--- config.mk ---
export PLATFORM = sky130hd
export DESIGN_NAME = fac_entry_flat
export DESIGN_NICKNAME = d
export VERILOG_FILES = /design/src/rtl/core/fac_pkg.sv /design/src/rtl/core/fac_if.sv /design/src/rtl/core/fac_entry.sv /design/src/flat_wrapper.sv
export SDC_FILE = /design/constraint.sdc
export NUM_CORES = 1
export LEC_CHECK = 0
export BUFFER_PORTS_ARGS = -buffer_cell sky130_fd_sc_hd__buf_2
export CAP_MARGIN = 20
export CORE_MARGIN = 8
export CORE_UTILIZATION = 35
export CTS_CLUSTER_SIZE = 24
export DETAILED_ROUTE_END_ITERATION = 16
export SETUP_SLACK_MARGIN = 0.5
export SYNTH_ARGS = -nofsm -noshare
export SYNTH_HDL_FRONTEND = slang
export SYNTH_SLANG_ARGS = --single-unit
--- constraint.sdc ---
create_clock -name clk -period 5.2 [get_ports clk]
set_clock_uncertainty 0.2 [all_clocks]
set_input_delay 0.26 -clock clk [delete_from_list [all_inputs] [get_ports clk]]
set_output_delay 0.26 -clock clk [all_outputs]
set_load 0.02 [all_outputs]
--- src/rtl/core/fac_pkg.sv ---
// Shared constants and types for the frustum box culling unit.
package fac_pkg;

  localparam int PlaneCount  = 6;
  localparam int AxisCount   = 3;
  localparam int CellCount   = PlaneCount * AxisCount;
  localparam int PlaneBits   = 64;
  localparam int NormalBits  = 14;
  localparam int OffsetBits  = 22;
  localparam int OffsetLsb   = 42;
  localparam int OffsetShift = 12;
  localparam int CenterBits  = 24;
  localparam int ExtentBits  = 23;
  localparam int OpBits      = 25;
  localparam int ProdBits    = NormalBits + OpBits;
  localparam int AccBits     = 40;
  localparam int CfgIdxBits  = 3;

  typedef enum logic [CfgIdxBits-1:0] {
    IdxLeft   = 3'd0,
    IdxRight  = 3'd1,
    IdxTop    = 3'd2,
    IdxBottom = 3'd3,
    IdxNear   = 3'd4,
    IdxFar    = 3'd5
  } plane_idx_t;

  // One box on its way along the chain of cells.
  typedef struct packed {
    logic                                vis;
    logic [AccBits-1:0]                  acc;
    logic [AxisCount-1:0][OpBits-1:0]    sum;
    logic [AxisCount-1:0][OpBits-1:0]    diff;
  } token_t;

endpackage

--- src/rtl/core/fac_if.sv ---
// Stream interfaces for box items and visibility results.
interface fac_box_if;
  import fac_pkg::*;
  logic                         valid;
  logic                         ready;
  logic signed [CenterBits-1:0] center_x;
  logic signed [CenterBits-1:0] center_y;
  logic signed [CenterBits-1:0] center_z;
  logic [ExtentBits-1:0]        extent_x;
  logic [ExtentBits-1:0]        extent_y;
  logic [ExtentBits-1:0]        extent_z;

  modport source (output valid, center_x, center_y, center_z, extent_x, extent_y, extent_z,
                  input ready);
  modport sink (input valid, center_x, center_y, center_z, extent_x, extent_y, extent_z,
                output ready);
endinterface


--- src/rtl/core/fac_entry.sv ---
// Entry stage: forms centre plus and minus extent for each axis.
module fac_entry (
  input  logic            clk,
  input  logic            rst,
  fac_box_if.sink         box,
  output logic            dn_valid,
  input  logic            dn_ready,
  output fac_pkg::token_t dn_tok
);
  import fac_pkg::*;

  logic   up_ready;
  token_t tok_next;
  logic [AxisCount-1:0][CenterBits-1:0] c;
  logic [AxisCount-1:0][ExtentBits-1:0] e;

  assign up_ready  = !dn_valid || dn_ready;
  assign box.ready = up_ready;

  assign c = {box.center_z, box.center_y, box.center_x};
  assign e = {box.extent_z, box.extent_y, box.extent_x};

  always_comb begin
    tok_next     = '0;
    tok_next.vis = 1'b1;
    // A positive seed lets the first plane cell apply its check unchanged.
    tok_next.acc = AccBits'(1);
    for (int k = 0; k < AxisCount; k++) begin
      tok_next.sum[k]  = OpBits'($signed({c[k][CenterBits-1], c[k]})
                                 + $signed({2'b00, e[k]}));
      tok_next.diff[k] = OpBits'($signed({c[k][CenterBits-1], c[k]})
                                 - $signed({2'b00, e[k]}));
    end
  end

  always_ff @(posedge clk) begin
    if (rst) begin
      dn_valid <= 1'b0;
    end else if (up_ready) begin
      dn_valid <= box.valid;
    end
  end

  always_ff @(posedge clk) begin
    if (up_ready && box.valid) begin
      dn_tok <= tok_next;
    end
  end

endmodule

--- src/flat_wrapper.sv ---
// flat-port wrapper written by rule: the top's interface ports become plain ports
module fac_entry_flat import fac_pkg::*;
  (clk, rst, dn_valid, dn_ready, dn_tok, box_valid, box_center_x, box_center_y, box_center_z, box_extent_x, box_extent_y, box_extent_z, box_ready);
  fac_box_if box_i ();
  input  logic clk;
  input  logic rst;
  output logic dn_valid;
  input  logic dn_ready;
  output fac_pkg::token_t dn_tok;
  input wire logic [$bits(box_i.valid)-1:0] box_valid;
  input wire logic [$bits(box_i.center_x)-1:0] box_center_x;
  input wire logic [$bits(box_i.center_y)-1:0] box_center_y;
  input wire logic [$bits(box_i.center_z)-1:0] box_center_z;
  input wire logic [$bits(box_i.extent_x)-1:0] box_extent_x;
  input wire logic [$bits(box_i.extent_y)-1:0] box_extent_y;
  input wire logic [$bits(box_i.extent_z)-1:0] box_extent_z;
  output wire logic [$bits(box_i.ready)-1:0] box_ready;
  assign box_i.valid = box_valid;
  assign box_i.center_x = box_center_x;
  assign box_i.center_y = box_center_y;
  assign box_i.center_z = box_center_z;
  assign box_i.extent_x = box_extent_x;
  assign box_i.extent_y = box_extent_y;
  assign box_i.extent_z = box_extent_z;
  assign box_ready = box_i.ready;
  fac_entry u_core (.clk(clk), .rst(rst), .box(box_i), .dn_valid(dn_valid), .dn_ready(dn_ready), .dn_tok(dn_tok));
endmodule
==> flow_summary.yaml <==
status:
  status: "finished clean"
worst_setup_path:
  cpMostUsedCell: "o311a_4"
  path_class: "in -> reg"
  cpMaxStageDelayCell: "dlygate4sd3_1"
  cp_slowest_stage_delay_ns: 0.54
  required_ns: 5.18
  cp-start-kind: "input port"
  cp_max_fo: 4
  rr_worst_depth: 3
  end_kind: "flip-flop"
  cp_cell_sequence: "dlygate4sd3_1 -> buf_2 -> fa_1 -> nor2b_4 -> o311a_4 -> o311a_4 -> o31ai_4 -> a211oi_1 -> or3_1 -> a21oi_2 -> xnor2_1"
  cp.arrival_ns: 3.29
sta:
  setup_violations: 0
  fmax_mhz: 302
  rsz0062_at_grt: "no"
  hold_violations: 0
  drv_slew: 0
  tns_ns: 0
  slew_headroom: 0.451
  tightest_slew_ns: 0.823
  period_needed_ns: 3.31
  fin_crit_sh: 0.636
cts:
  post_cts_buffers: 0
  clk_pin_slew_ns: 0.06
  clk_latency_ns: 0.44
  cts_max_path_buffers: 2
  cts_buffers: 17
  clock-sinks: 148
  cts-root-buf: "clkbuf_16"
  htreeDepth: 4
  cts_tree: "done"
logic_synthesis:
  ys_warn_count: 0
  async_reset_ff_frac: 0
  netlist_instances: 1332
  synth_cell_type_count: 78
  syn_area_um2: 12400
  ys_seq_elements: 148
  syn_area_per_cell_um2: 9.28
  yosysSeqAreaShare: 0.359
  synth_edf_count: 147
  yosys_most_used_dff: "edfxtp_1"
die:
  num_rows: 69
  ios: 338
  start_util: 0.352
  die_w_um: 204
  die-area_um2: 41600
  die_y_um: 204
  coreArea_um2: 35100
cells_and_area:
  final_util: 0.419
  fillers: 3488
  nNetsFinal: 1890
  drive_above_1_share: 0.218
  syn2layout_area_growth_pct: 19.2
  seq_area_um2: 4430
  multi_input_area_um2: 6990
route:
  avgViaCountPerCell: 5.03
  wl_mm: 35.9
  num_vias: 10500
  post_drt_wl_per_cell_um: 17.2
  wl_met3_mm: 2.41
  wl_met2_mm: 18.2
  wl_met1_mm: 14.1
  ant_nets: 0
  drt-pass1-iter-count: 5
  dr.first_iter.drc_count: 580
  drc: 0
  top_layer: "met5"
power:
  p_per_area_nw_per_um2: 292
  leakage_nw: 6.54
  ir_drop_uv: 238
min_path:
  hp-class: "in -> reg"
  hold_depth: 2
placed_design:
  gp_congestion: 0.870
  port_buffers: 296
  dpl.hpwl_mm: 29.0
grt:
  grtUsageTotal: 0.166
  antenna_found_initial: 12
  grt_max_degree: 146
  grt_pass1_vias: 10500
  gr-total-overflow: 0
  grt_pass1_wl_mm: 54.9
run:
  cap_viol_max_count: 0
==> what timing repair did <==
item / in CTS / in global routing
endpoints found under the hold margin: 6 / 0
hold buffers: 6 / 0
gates resized for setup: 0 / 0
==> layer usage <==
metal | global-route usage | up-vias
li1 | - | 5195
met1 | 0.179 | 4878
met2 | 0.298 | 315
met3 | 0.0512 | 67
met4 | 0.0681 | 12
met5 | 0 | -
==> cell usage in the layout, fill, tap and decap left out, types with 16 or more instances in the layout <==
cell type  count
ha_1         138
xnor2_1       86
edfxtp_1     147
or3_1         17
o21bai_1      25
inv_1        141
o21ai_0       55
buf_2        296
nor3_1        22
clkbuf_16     17
a21oi_1      126
conb_1        41
nand2b_1      27
nand2_1       45
a21o_1        18
a211oi_1      16
xor2_1        18
nor2_1       142
==> layout make-up <==
class	instances	share of cell area
multi-input cells	984	0.475
repair buffers	303	0.106
well taps	461	0.0392
diodes	6	0.00102
inverters	147	0.0375
clock buffers	20	0.0297
clock inverters	12	0.0105
flip-flops and latches	148	0.301
==> path summary, 6_finish.rpt <==
kind / start / to / slack (ns)
setup reg to reg: u_core.dn_valid / u_core.dn_tok[121] / 3.32
setup / recovery: box_center_z[1] / u_core.dn_tok[145] / 1.89
hold reg to reg: u_core.dn_valid / u_core.dn_tok[86] / 0.53
hold / removal: box_center_y[1] / u_core.dn_tok[101] / 0.03
==> cells by family after synthesis <==
logic type | count (synthesis) | share of synthesized area
AOI/OAI and AO/OA | 367 | 0.201
xor gates and xnor gates | 104 | 0.0737
adders and majority gates | 144 | 0.149
buffers and inverters | 239 | 0.0873
DFF | 148 | 0.359
muxes | 3 | 0.00253
other | 2 | 0.000608
and+or+nand+nor | 325 | 0.127
==> cells in the mapped netlist, types with 4 or more instances <==
master / n / area [um^2]
edfxtp_1: 147 / 4410
or3_1: 17 / 106
clkbuf_1: 38 / 143
and2_1: 5 / 31.3
nor4_1: 11 / 68.8
o22ai_1: 7 / 43.8
o31a_1: 5 / 43.8
xor2_1: 18 / 158
nand2_1: 45 / 169
o21a_1: 11 / 82.6
a21oi_1: 126 / 631
xnor2_1: 86 / 753
nor3_1: 22 / 110
a211oi_1: 16 / 120
clkinv_1: 5 / 18.8
fa_1: 6 / 120
o21ai_0: 55 / 275
nand2b_1: 27 / 169
nand4_1: 9 / 56.3
o41ai_1: 4 / 35.0
inv_1: 141 / 529
a21o_1: 18 / 135
nor2b_1: 14 / 87.6
a311oi_1: 6 / 52.6
o21bai_1: 25 / 188
a221oi_1: 4 / 35.0
buf_4: 44 / 330
nand3b_1: 4 / 30.0
o31ai_1: 14 / 105
nand3_1: 6 / 30.0
nor2_1: 142 / 533
a31oi_1: 10 / 62.6
o211ai_1: 9 / 67.6
or2_2: 5 / 31.3
and3_1: 7 / 43.8
buf_2: 7 / 35.0
ha_1: 138 / 1730
a211o_1: 8 / 70.1
o21ai_1: 5 / 25.0
==> power by group <==
part | leakage [nW] | internal (mW) | switching (mW)
logic | 4.83 | 0.528 | 0.924
registers | 1.43 | 1.53 | 0.0420
clock network | 0.285 | 0.756 | 0.515
==> registers in the layout (all words and copies together) (netlist names) <==
| signal | count |
|---|---|
| u_core.dn_tok | 147 |
| u_core.dn_valid | 1 |
==> critical path: cells and delay by family <==
family / cells / cell delay, ns
AOI/OAI and AO/OA: 5 / 1.26
xor gates and xnor gates: 1 / 0.08
adders and majority gates: 1 / 0.43
buffers and inverters: 2 / 0.69
and+or+nand+nor: 2 / 0.55
==> metrics by stage <==
step	total power, mW	cells	hold slack [ns]	instance area, um^2	worst slack, ns
2_1_floorplan	2.62	1371	0.129	12500	2.08
4_1_cts	4.35	2075	0.00304	14700	1.92
3_3_place_gp	3.04	2037	0.217	14100	1.79
5_1_grt	4.54	2078	0.0105	14700	1.72
6_report	4.30	2081	0.0307	14700	1.89
3_5_place_dp	3.05	2037	0.220	14100	1.76
Note: power is estimated with default switching activity, not from simulation.
