--- config.mk ---
export PLATFORM = sky130hd
export DESIGN_NAME = fac_cell
export DESIGN_NICKNAME = d
export VERILOG_FILES = /design/src/rtl/core/fac_pkg.sv /design/src/rtl/core/fac_cell.sv
export SDC_FILE = /design/constraint.sdc
export NUM_CORES = 1
export LEC_CHECK = 0
export BUFFER_PORTS_ARGS = -buffer_cell sky130_fd_sc_hd__buf_2
export CORE_MARGIN = 2
export CORE_UTILIZATION = 40
export DETAILED_ROUTE_END_ITERATION = 6
export HOLD_SLACK_MARGIN = 0.1
export SLEW_MARGIN = 30
export SYNTH_ARGS = -nofsm -noshare
export SYNTH_HDL_FRONTEND = slang
export SYNTH_SLANG_ARGS = --single-unit
--- constraint.sdc ---
create_clock -name clk -period 7.3 [get_ports clk]
set_clock_uncertainty 0.1 [all_clocks]
set_input_delay 1.46 -clock clk [delete_from_list [all_inputs] [get_ports clk]]
set_output_delay 1.46 -clock clk [all_outputs]
set_load 0.01 [all_outputs]
--- src/rtl/core/fac_pkg.sv ---
// Shared constants and types for the frustum box culling unit.
package fac_pkg;

  localparam int PlaneCount  = 6;
  localparam int AxisCount   = 3;
  localparam int CellCount   = PlaneCount * AxisCount;
  localparam int PlaneBits   = 64;
  localparam int NormalBits  = 14;
  localparam int OffsetBits  = 22;
  localparam int OffsetLsb   = 42;
  localparam int OffsetShift = 12;
  localparam int CenterBits  = 24;
  localparam int ExtentBits  = 23;
  localparam int OpBits      = 25;
  localparam int ProdBits    = NormalBits + OpBits;
  localparam int AccBits     = 40;
  localparam int CfgIdxBits  = 3;

  typedef enum logic [CfgIdxBits-1:0] {
    IdxLeft   = 3'd0,
    IdxRight  = 3'd1,
    IdxTop    = 3'd2,
    IdxBottom = 3'd3,
    IdxNear   = 3'd4,
    IdxFar    = 3'd5
  } plane_idx_t;

  // One box on its way along the chain of cells.
  typedef struct packed {
    logic                                vis;
    logic [AccBits-1:0]                  acc;
    logic [AxisCount-1:0][OpBits-1:0]    sum;
    logic [AxisCount-1:0][OpBits-1:0]    diff;
  } token_t;

endpackage

--- src/rtl/core/fac_cell.sv ---
// One cell of the chain: adds one axis term of one plane to the running sum.
module fac_cell #(
  parameter int AXIS = 0
) (
  input  logic                           clk,
  input  logic                           rst,
  input  logic [fac_pkg::PlaneBits-1:0]  plane,
  input  logic                           up_valid,
  output logic                           up_ready,
  input  fac_pkg::token_t                up_tok,
  output logic                           dn_valid,
  input  logic                           dn_ready,
  output fac_pkg::token_t                dn_tok
);
  import fac_pkg::*;

  localparam int NormLsb = AXIS * NormalBits;

  logic signed [NormalBits-1:0] n;
  logic signed [OpBits-1:0]     op;
  logic signed [ProdBits-1:0]   prod;
  logic [OffsetBits-1:0]        d;
  logic [AccBits-1:0]           base;
  logic                         prev_keeps;
  token_t                       tok_next;

  assign up_ready = !dn_valid || dn_ready;

  assign n = $signed(plane[NormLsb +: NormalBits]);
  assign d = plane[OffsetLsb +: OffsetBits];

  // n*c + |n|*e equals n*(c+e) for a non-negative normal and n*(c-e) otherwise.
  assign op   = n[NormalBits-1] ? $signed(up_tok.diff[AXIS]) : $signed(up_tok.sum[AXIS]);
  assign prod = n * op;

  assign prev_keeps = !up_tok.acc[AccBits-1] && (up_tok.acc != '0);

  always_comb begin
    tok_next = up_tok;
    if (AXIS == 0) begin
      // The first axis of a plane closes the check of the plane before it.
      base         = {{(AccBits-OffsetBits-OffsetShift){d[OffsetBits-1]}}, d,
                      {OffsetShift{1'b0}}};
      tok_next.vis = up_tok.vis && prev_keeps;
    end else begin
      base = up_tok.acc;
    end
    tok_next.acc = base + {{(AccBits-ProdBits){prod[ProdBits-1]}}, prod};
  end

  always_ff @(posedge clk) begin
    if (rst) begin
      dn_valid <= 1'b0;
    end else if (up_ready) begin
      dn_valid <= up_valid;
    end
  end

  always_ff @(posedge clk) begin
    if (up_ready && up_valid) begin
      dn_tok <= tok_next;
    end
  end

endmodule

==> impl_metrics.tcl, run 1 <==
set metrics [dict create \
    crit_top_cell "fa_1" \
    hold_violations 0 \
    cp.required_ns 7.44 \
    core_area_um2 48650 \
    grt_max_degree 141 \
    pin_count 452 \
    synthFlopType "edfxtp_1" \
    synth.area.top_cells "fa_1, edfxtp_1, inv_1, ha_1, and2_1" \
    cts_tree "done" \
    rsz0062_at_grt "yes" \
    grt_use_met3_pct 4.668 \
    place_worst_setup_slack_ns -0.7284 \
    vias 14163 \
    portBuffers 423 \
    synth_commonest_cells "inv_1, fa_1, nand2_1" \
    regArea_um2 5756 \
    die_h_um 225.1 \
    clk_pin_slew_ns 0.08 \
    grt-busiest-layer "met2" \
    cpPeakStageDelay_ns 0.59 \
    period_share_pct 98.67 \
    ant_nets 0 \
    rrSetupSlack_ns 4.95 \
    setup_viol 0 \
    whs_path_depth 2 \
    area_growth_syn_to_layout_pct 30.33 \
    overflow 0 \
    critPathKind "input pin to register" \
    min_to "dn_valid$_SDFFE_PP0N_" \
    grt_pass1_wl_mm 81.51 \
    grt_pass1_vias 15432 \
    period_minus_slack_ns 7.203 \
    tightest_slew_ns 0.8796 \
    layout-drive-gt1-share_pct 33.81 \
    fillers 4405 \
    synthCells 1741 \
    final_max_slew_viol_count 0 \
    antenna_found_initial 1 \
    path_max_fanout 9 \
    syn_nets 2468 \
    synth-seq-cells 192 \
    cts_buffers 17 \
    worstHoldStart "dn_valid$_SDFFE_PP0N_" \
    drc 0 \
    gr-usage-met2_pct 38.64 \
    place.gp.congestion 0.8671 \
    crit_slowest_cell "fa_1" \
    slew_headroom_pct 41.36 \
    clk_path_buf_depth 2 \
    hold_buffers 0 \
    yosys_warnings 0 \
    crit_path_start_kind "input pin" \
    r2r_cells 3 \
    first_pass_iters 7 \
    async_reset_ff_share_pct 0 \
    drv_cap 0 \
    r2r_start "dn_valid$_SDFFE_PP0N_" \
    avgRoutedWirePerCell_um 17.66 \
    core.rowCount 81 \
    final_cells 3004 \
    synth.top_cell.area_share_pct 36.64 \
    synth_edf_count 191 \
    die_x_um 225.1 \
    synth.most_common_cell "inv_1" \
    drt_iter0_markers 574 \
    wl_mm 53.05 \
    cts-root-buf "clkbuf_16" \
    syn_avg_cell_area_um2 11.23 \
    status "finished, final reports clean" \
    fin_tns_setup_ns 0 \
    htree_levels 4 \
    grt_use_met1_pct 24.89 \
    start_util_pct 40.21 \
    cp-end-kind "register" \
    arrival_ns 7.35 \
    clk_latency_ns 0.50 \
    fin_ws_ns 0.09738 \
    synth.distinct_cells 50 \
    synth.cell_area_um2 19560 \
    synth_top_cell_by_area "fa_1" \
    dpl.cell_count 2957 \
    r2r-end "dn_tok[186]$_DFFE_PP_" \
    synth_seq_area_share_pct 29.43 \
    finish.net_count 3095 \
    grt_usage_pct 21.31 \
    fmax_mhz 138.8 \
    final_util_pct 52.40 \
    hpwl_mm 44.36 \
    via_per_inst 4.715 \
    cts.sinks 192 \
    min_path_type "register to register" \
    fp.dieArea_um2 50680 \
    crit_chain "buf_8, buf_12, buf_8, mux2_4, buf_4, and2_1, fa_1, fa_1, fa_1, fa_1, fa_1, inv_1, fa_1, inv_1, ha_1, or3_4, a31oi_4, buf_4, nor2_1, nor2_1, o21ai_1, buf_4, o41ai_4, xnor2_1" \
    multi_input_area_um2 12580 \
]
cells by family (layout without fill, tap and decap cells):
| family | Yosys count | after routing | share of synthesized area [%] |
|---|---|---|---|
| xor+xnor | 39 | 39 | 1.746 |
| other cells | 0 | 1 | 0 |
| simple gates | 448 | 448 | 11.46 |
| flops | 192 | 192 | 29.43 |
| mux | 25 | 26 | 1.433 |
| buf+inv | 477 | 1116 | 9.199 |
| fa+ha+maj | 468 | 468 | 43.68 |
| compound gates | 92 | 92 | 3.058 |
timing repair:
item | CTS | global route
endpoints found under the setup margin | 9 | 19
gates cloned | 0 | 2
gates resized for setup | 11 | 89
buffers inserted | 1 | 11
pin swaps | 4 | 43
critical path: cells and delay by family:
family,cells,cell delay [ns]
mux,1,0.35
xor+xnor,1,0.13
fa+ha+maj,7,3.23
simple gates,4,0.70
compound gates,3,0.48
buf+inv,8,0.98
cells in the final DEF (no fill, tap or decap), types with 7 or more instances in the layout:
cell and instances:
buf_2 422, inv_1 409, fa_1 350, buf_4 225
nand2_1 195, edfxtp_1 191, and2_1 131, ha_1 94
nor2b_1 34, xnor2_1 30, mux2_4 20, nor2_1 20
a21oi_1 18, clkbuf_16 18, ha_4 16, nand2b_1 14
buf_12 11, nor4_1 10, xor2_1 9, o21ai_1 8
a21o_1 8, fa_2 8, o21ai_0 7, buf_6 7
registers in the layout, summed over array words and instances (netlist names):
signal / count
dn_valid: 1
dn_tok: 191
per-layer routing:
layer | part of all wire (%) | vias to the layer above
met3 | 4.9 | 78
met4 | 2.8 | 0
met1 | 38 | 7169
met2 | 54 | 356
li1 | - | 6560
met5 | 0 | -
per-stage QoR:
stage               cell area, µm²  hold WS (ns)
global route                 25490        0.4783
detailed placement           24310        0.4267
finish                       25490        0.4421
global placement             24310        0.4154
CTS                          25000        0.4441
floorplan                    19850        0.4930
how the worst max path moves through the flow:
stage,start,end,cells after the start
after floorplan,plane[13],dn_tok[169]$_DFFE_PP_,24
after global placement,plane[13],dn_tok[181]$_DFFE_PP_,25
after detailed placement,plane[13],dn_tok[181]$_DFFE_PP_,25
after CTS,plane[13],dn_tok[186]$_DFFE_PP_,26
after global routing,plane[13],dn_tok[186]$_DFFE_PP_,27
final,plane[13],dn_tok[186]$_DFFE_PP_,24
area by class of cell:
class | instances | area share [%]
clock inverters | 15 | 0.8491
inverters | 415 | 6.121
repair buffers | 669 | 16.36
clock buffers | 17 | 1.669
well taps | 622 | 3.053
flip-flops and latches | 192 | 22.58
diodes | 1 | 0.009816
multi-input cells | 1073 | 49.36
Power of run 1 is not shown: default switching activity piles up to over one toggle a cycle in this logic, so the estimate is an artifact.
==> run 2: changes to the inputs <==
--- a/config.mk
+++ b/config.mk
@@ -6,7 +6,6 @@
 export NUM_CORES = 1
 export LEC_CHECK = 0
 export BUFFER_PORTS_ARGS = -buffer_cell sky130_fd_sc_hd__buf_2
-export CORE_MARGIN = 2
 export CORE_UTILIZATION = 40
 export DETAILED_ROUTE_END_ITERATION = 6
 export HOLD_SLACK_MARGIN = 0.1
==> run 2 against run 1 <==
Critical path type unchanged. First-iteration DRC count shrank 6.3%. Final cell count up 0.23%. Non-clock buffer count up 15.
==> impl_metrics.tcl, run 2 (same netlist as run 1, synthesis figures left out) <==
set metrics [dict create \
    fp.dieArea_um2 49780 \
    overflow 0 \
    finish.net_count 3109 \
    cts-root-buf "clkbuf_16" \
    status "finished, final reports clean" \
    min_to "dn_valid$_SDFFE_PP0N_" \
    start_util_pct 40.79 \
    cts_tree "done" \
    ant_nets 0 \
    grt_pass1_vias 15392 \
    clk_path_buf_depth 2 \
    final_max_slew_viol_count 0 \
    cp-end-kind "register" \
    cts_buffers 17 \
    fillers 4238 \
    via_per_inst 4.703 \
    core.rowCount 80 \
    r2r_start "dn_valid$_SDFFE_PP0N_" \
    cpPeakStageDelay_ns 0.57 \
    grt_max_degree 177 \
    hold_buffers 0 \
    core_area_um2 47950 \
    rsz0062_at_grt "yes" \
    vias 14161 \
    area_growth_syn_to_layout_pct 31.08 \
    fin_tns_setup_ns 0 \
    place.gp.congestion 0.8937 \
    reg_top3 "dn_tok x191, dn_valid x1" \
    pin_count 452 \
    cpLargestDelayFamily "adder cells" \
    largest-register "dn_tok" \
    layout_common_cells "buf_2, inv_1, fa_1, buf_4, nand2_1" \
    antenna_found_initial 2 \
    critical_path_buf_inv_count 10 \
    r2r_cells 4 \
    cp.required_ns 7.44 \
    regArea_um2 5756 \
    arrival_ns 7.36 \
    hold_violations 0 \
    largest_register_ffs 191 \
    period_share_pct 98.96 \
    min_path_type "register to register" \
    clk_latency_ns 0.49 \
    portBuffers 423 \
    first_pass_iters 5 \
    worstHoldStart "dn_valid$_SDFFE_PP0N_" \
    layout-drive-gt1-share_pct 34.24 \
    crit_slowest_cell "fa_1" \
    path_max_fanout 8 \
    critPathKind "input pin to register" \
    fmax_mhz 138.4 \
    setup_viol 0 \
    slew_headroom_pct 52.86 \
    drv_cap 0 \
    r2r-end "dn_tok[97]$_DFFE_PP_" \
    period_minus_slack_ns 7.224 \
    tightest_slew_ns 0.7071 \
    grt_pass1_wl_mm 80.76 \
    clk_pin_slew_ns 0.08 \
    htree_levels 4 \
    cts.sinks 192 \
    crit_path_start_kind "input pin" \
    drt_iter0_markers 538 \
    rrSetupSlack_ns 5.13 \
    grt_usage_pct 21.37 \
    placed_cell_area_um2 24420 \
    stdcell_area_um2 25640 \
    drc 0 \
    final_common_cell "buf_2" \
    die_h_um 223.1 \
    multi_input_area_um2 12560 \
    wl_mm 51.75 \
    crit_top_cell "fa_1" \
    die_x_um 223.1 \
    hpwl_mm 43.96 \
    avgRoutedWirePerCell_um 17.19 \
    whs_path_depth 2 \
]
run 2: cell count changes in the layout (fill, tap and decap cells not counted), sizes merged:
cell      change
buf          +15
clkinvlp      -1
inv           +1
mux2          -1
run 2: stage by stage:
stage                     hold WS (ns)  util (%)  cells  setup WS [ns]
after floorplan                 0.4930         -   1741       0.004801
after global placement          0.4150     50.93   2961        -0.7105
after detailed placement        0.4207     50.93   2961        -0.7458
after CTS                       0.4374     52.41   2995      -0.001409
after global routing            0.4797     53.47   3011       -0.09876
final                           0.4430     53.47   3011        0.07611
run 2: tightest hold or removal path: stages, from the launching register on:
cell and delay (ns):
dfxtp_1 0.32, nand2b_1 0.11, a21oi_1 0.08
run 2: repair_timing:
action / CTS / global route
endpoints found under the setup margin: 12 / 17
pin swaps: 4 / 57
resized for setup: 16 / 86
setup buffers: 2 / 14
cloned: 0 / 1
run 2: how the worst max path moves through the flow:
stage / start / end / cells past startpoint
final: plane[13] / dn_tok[183]$_DFFE_PP_ / 27
after global routing: plane[13] / dn_tok[183]$_DFFE_PP_ / 27
after CTS: plane[13] / dn_tok[186]$_DFFE_PP_ / 25
after detailed placement: plane[13] / dn_tok[186]$_DFFE_PP_ / 26
after global placement: plane[13] / dn_tok[187]$_DFFE_PP_ / 24
after floorplan: plane[13] / dn_tok[169]$_DFFE_PP_ / 24
run 2: cell type report:
cell class              instances  share of cell area (%)
flip-flops and latches        192                   22.45
multi-input cells            1072                   49.00
clock inverters                15                  0.7662
well taps                     615                   3.001
repair buffers                684                   17.03
inverters                     415                   6.086
clock buffers                  17                   1.659
diodes                          1                0.009761
run 2: layer usage:
metal,share of wire [%],GRT usage (%)
met5,0,0
met4,2.1,6.808
met3,4.4,4.043
met2,55,39.16
met1,39,25.08
Power of run 2 is left out for the same reason.
==> run 3: changes to the inputs <==
--- a/config.mk
+++ b/config.mk
@@ -8,6 +8,7 @@
 export BUFFER_PORTS_ARGS = -buffer_cell sky130_fd_sc_hd__buf_2
 export CORE_UTILIZATION = 40
 export DETAILED_ROUTE_END_ITERATION = 6
+export GPL_TIMING_DRIVEN = 0
 export HOLD_SLACK_MARGIN = 0.1
 export SLEW_MARGIN = 30
 export SYNTH_ARGS = -nofsm -noshare
==> run 3 against run 2 <==
The run now ends with setup timing left. Wire length rose by 7.5%. Core utilization fell by 2.5 points. Via count fell by 0.85%. Sequential share of layout area rose by 1.1 points. Critical endpoint is now dn_tok[179]$_DFFE_PP_. Cell area fell by 4.7%.
==> impl_metrics.tcl, run 3 (same netlist as run 1, synthesis figures left out) <==
set metrics [dict create \
    grt_use_met1_pct 28.56 \
    wl_mm 55.61 \
    overflow 0 \
    min_path_type "register to register" \
    avgRoutedWirePerCell_um 19.50 \
    critPathKind "input pin to register" \
    grt_usage_pct 22.64 \
    via_per_inst 4.923 \
    final_max_slew_viol_count 0 \
    first_pass_iters 5 \
    pin_count 452 \
    regArea_um2 5756 \
    setup_viol 4 \
    largest-register "dn_tok" \
    arrival_ns 7.47 \
    start_util_pct 40.79 \
    vias 14041 \
    period_minus_slack_ns 7.326 \
    grt-busiest-layer "met2" \
    hpwl_mm 46.16 \
    cts-root-buf "clkbuf_16" \
    rsz0062_at_grt "yes" \
    cts_tree "done" \
    fmax_mhz 136.5 \
    drv_cap 0 \
    violations "setup timing" \
    drc 0 \
    grt_pass1_wl_mm 83.84 \
    portBuffers 423 \
    cts.sinks 192 \
    largest_register_ffs 191 \
    area_growth_syn_to_layout_pct 24.92 \
    die_h_um 223.1 \
    clk_pin_slew_ns 0.09 \
    die_x_um 223.1 \
    antenna_found_initial 1 \
    status "complete, but fails checks" \
    fin_ws_ns -0.02645 \
    hold_violations 0 \
    core_area_um2 47950 \
    core.rowCount 80 \
    clk_latency_ns 0.48 \
    layout-drive-gt1-share_pct 30.28 \
    layout_common_cells "buf_2, inv_1, fa_1, nand2_1, edfxtp_1" \
    path_max_fanout 7 \
    tightest_slew_ns 0.6861 \
    reg_top3 "dn_tok x191, dn_valid x1" \
    crit_path_start_kind "input pin" \
    period_share_pct 100.4 \
    multi_input_area_um2 12640 \
    grt_max_degree 51 \
    drt_iter0_markers 737 \
    fillers 4377 \
    cp.required_ns 7.44 \
    final_cells 2852 \
    ant_nets 0 \
    grt_pass1_vias 14616 \
    cts_buffers 17 \
    dpl.cell_count 2783 \
    cp-end-kind "register" \
    htree_levels 4 \
    grt_use_met3_pct 2.779 \
    final_common_cell "buf_2" \
    place.gp.congestion 0.9147 \
    clk_path_buf_depth 2 \
    slew_headroom_pct 54.26 \
    gr-usage-met2_pct 39.61 \
    finish.net_count 2950 \
    hold_buffers 0 \
    fp.dieArea_um2 49780 \
]
[run 3: cell count changes in the layout (fill, tap and decap cells not counted), moves of 4 or more]
cell / delta
and2_1: -5
buf_12: -11
buf_4: -195
buf_6: -6
buf_8: +5
clkbuf_1: +14
clkbuf_16: +4
clkbuf_2: +16
clkbuf_4: +5
clkbuf_8: +8
ha_2: +4
inv_1: -7
inv_2: +7
[run 3: final timing paths]
check	startpoint	end	slack, ns	cells past startpoint
worst max-delay path	plane[13]	dn_tok[179]$_DFFE_PP_	-0.03	26
worst min-delay path	dn_valid$_SDFFE_PP0N_	dn_valid$_SDFFE_PP0N_	0.43	2
worst max register to register	dn_valid$_SDFFE_PP0N_	dn_tok[188]$_DFFE_PP_	5.39	4
worst min register to register	dn_valid$_SDFFE_PP0N_	dn_valid$_SDFFE_PP0N_	0.43	2
[run 3: repair_timing]
item                                   CTS  global route
cloned                                   0             2
pin swaps                               28            49
setup endpoints to repair               21            19
buffers inserted                        16            24
resized for setup                      107            99
endpoints found under the hold margin    0             0
[run 3: critical path: stages]
cell	delay, ns
buf_8	0.10
buf_12	0.13
buf_12	0.14
mux2_4	0.33
clkbuf_16	0.17
and2_4	0.15
fa_1	0.51
inv_2	0.04
fa_1	0.53
inv_2	0.05
fa_1	0.57
fa_2	0.45
fa_1	0.56
inv_2	0.04
fa_1	0.38
inv_1	0.07
ha_1	0.22
buf_4	0.16
a21o_1	0.19
a21oi_2	0.14
o211ai_1	0.13
and3_1	0.23
o211ai_1	0.35
a21boi_2	0.14
o21ai_2	0.15
xnor2_1	0.08
[run 3: through the flow]
stage / hold slack [ns] / instance area [µm²] / setup TNS [ns] / setup slack, ns / utilization, %
floorplan: 0.4930 / 19850 / 0 / 0.004801 / -
global placement: 0.4077 / 22740 / -285.79 / -1.498 / 47.43
detailed placement: 0.4294 / 22840 / -22.69 / -1.557 / 47.63
CTS: 0.4416 / 23940 / -0.3517 / -0.08714 / 49.94
global route: 0.4816 / 24430 / -1.301 / -0.1674 / 50.95
finish: 0.4342 / 24430 / -0.06672 / -0.02645 / 50.96
[run 3: layout make-up]
| type | count | share of cell area, % |
|---|---|---|
| repair buffers | 469 | 10.64 |
| inverters | 415 | 6.386 |
| clock inverters | 15 | 0.7426 |
| multi-input cells | 1072 | 51.74 |
| diodes | 1 | 0.01024 |
| flip-flops and latches | 192 | 23.56 |
| well taps | 615 | 3.149 |
| clock buffers | 17 | 1.741 |
| plain buffers | 56 | 2.038 |
[run 3: layer usage]
metal | part of all wire (%) | vias to the layer above | wire [µm]
met5 | 0 | - | 0
met4 | 3.1 | 0 | 1714
met3 | 4.5 | 77 | 2525
met2 | 52 | 428 | 28860
met1 | 40 | 7254 | 22510
li1 | - | 6282 | -
Power of run 3 is left out for the same reason.
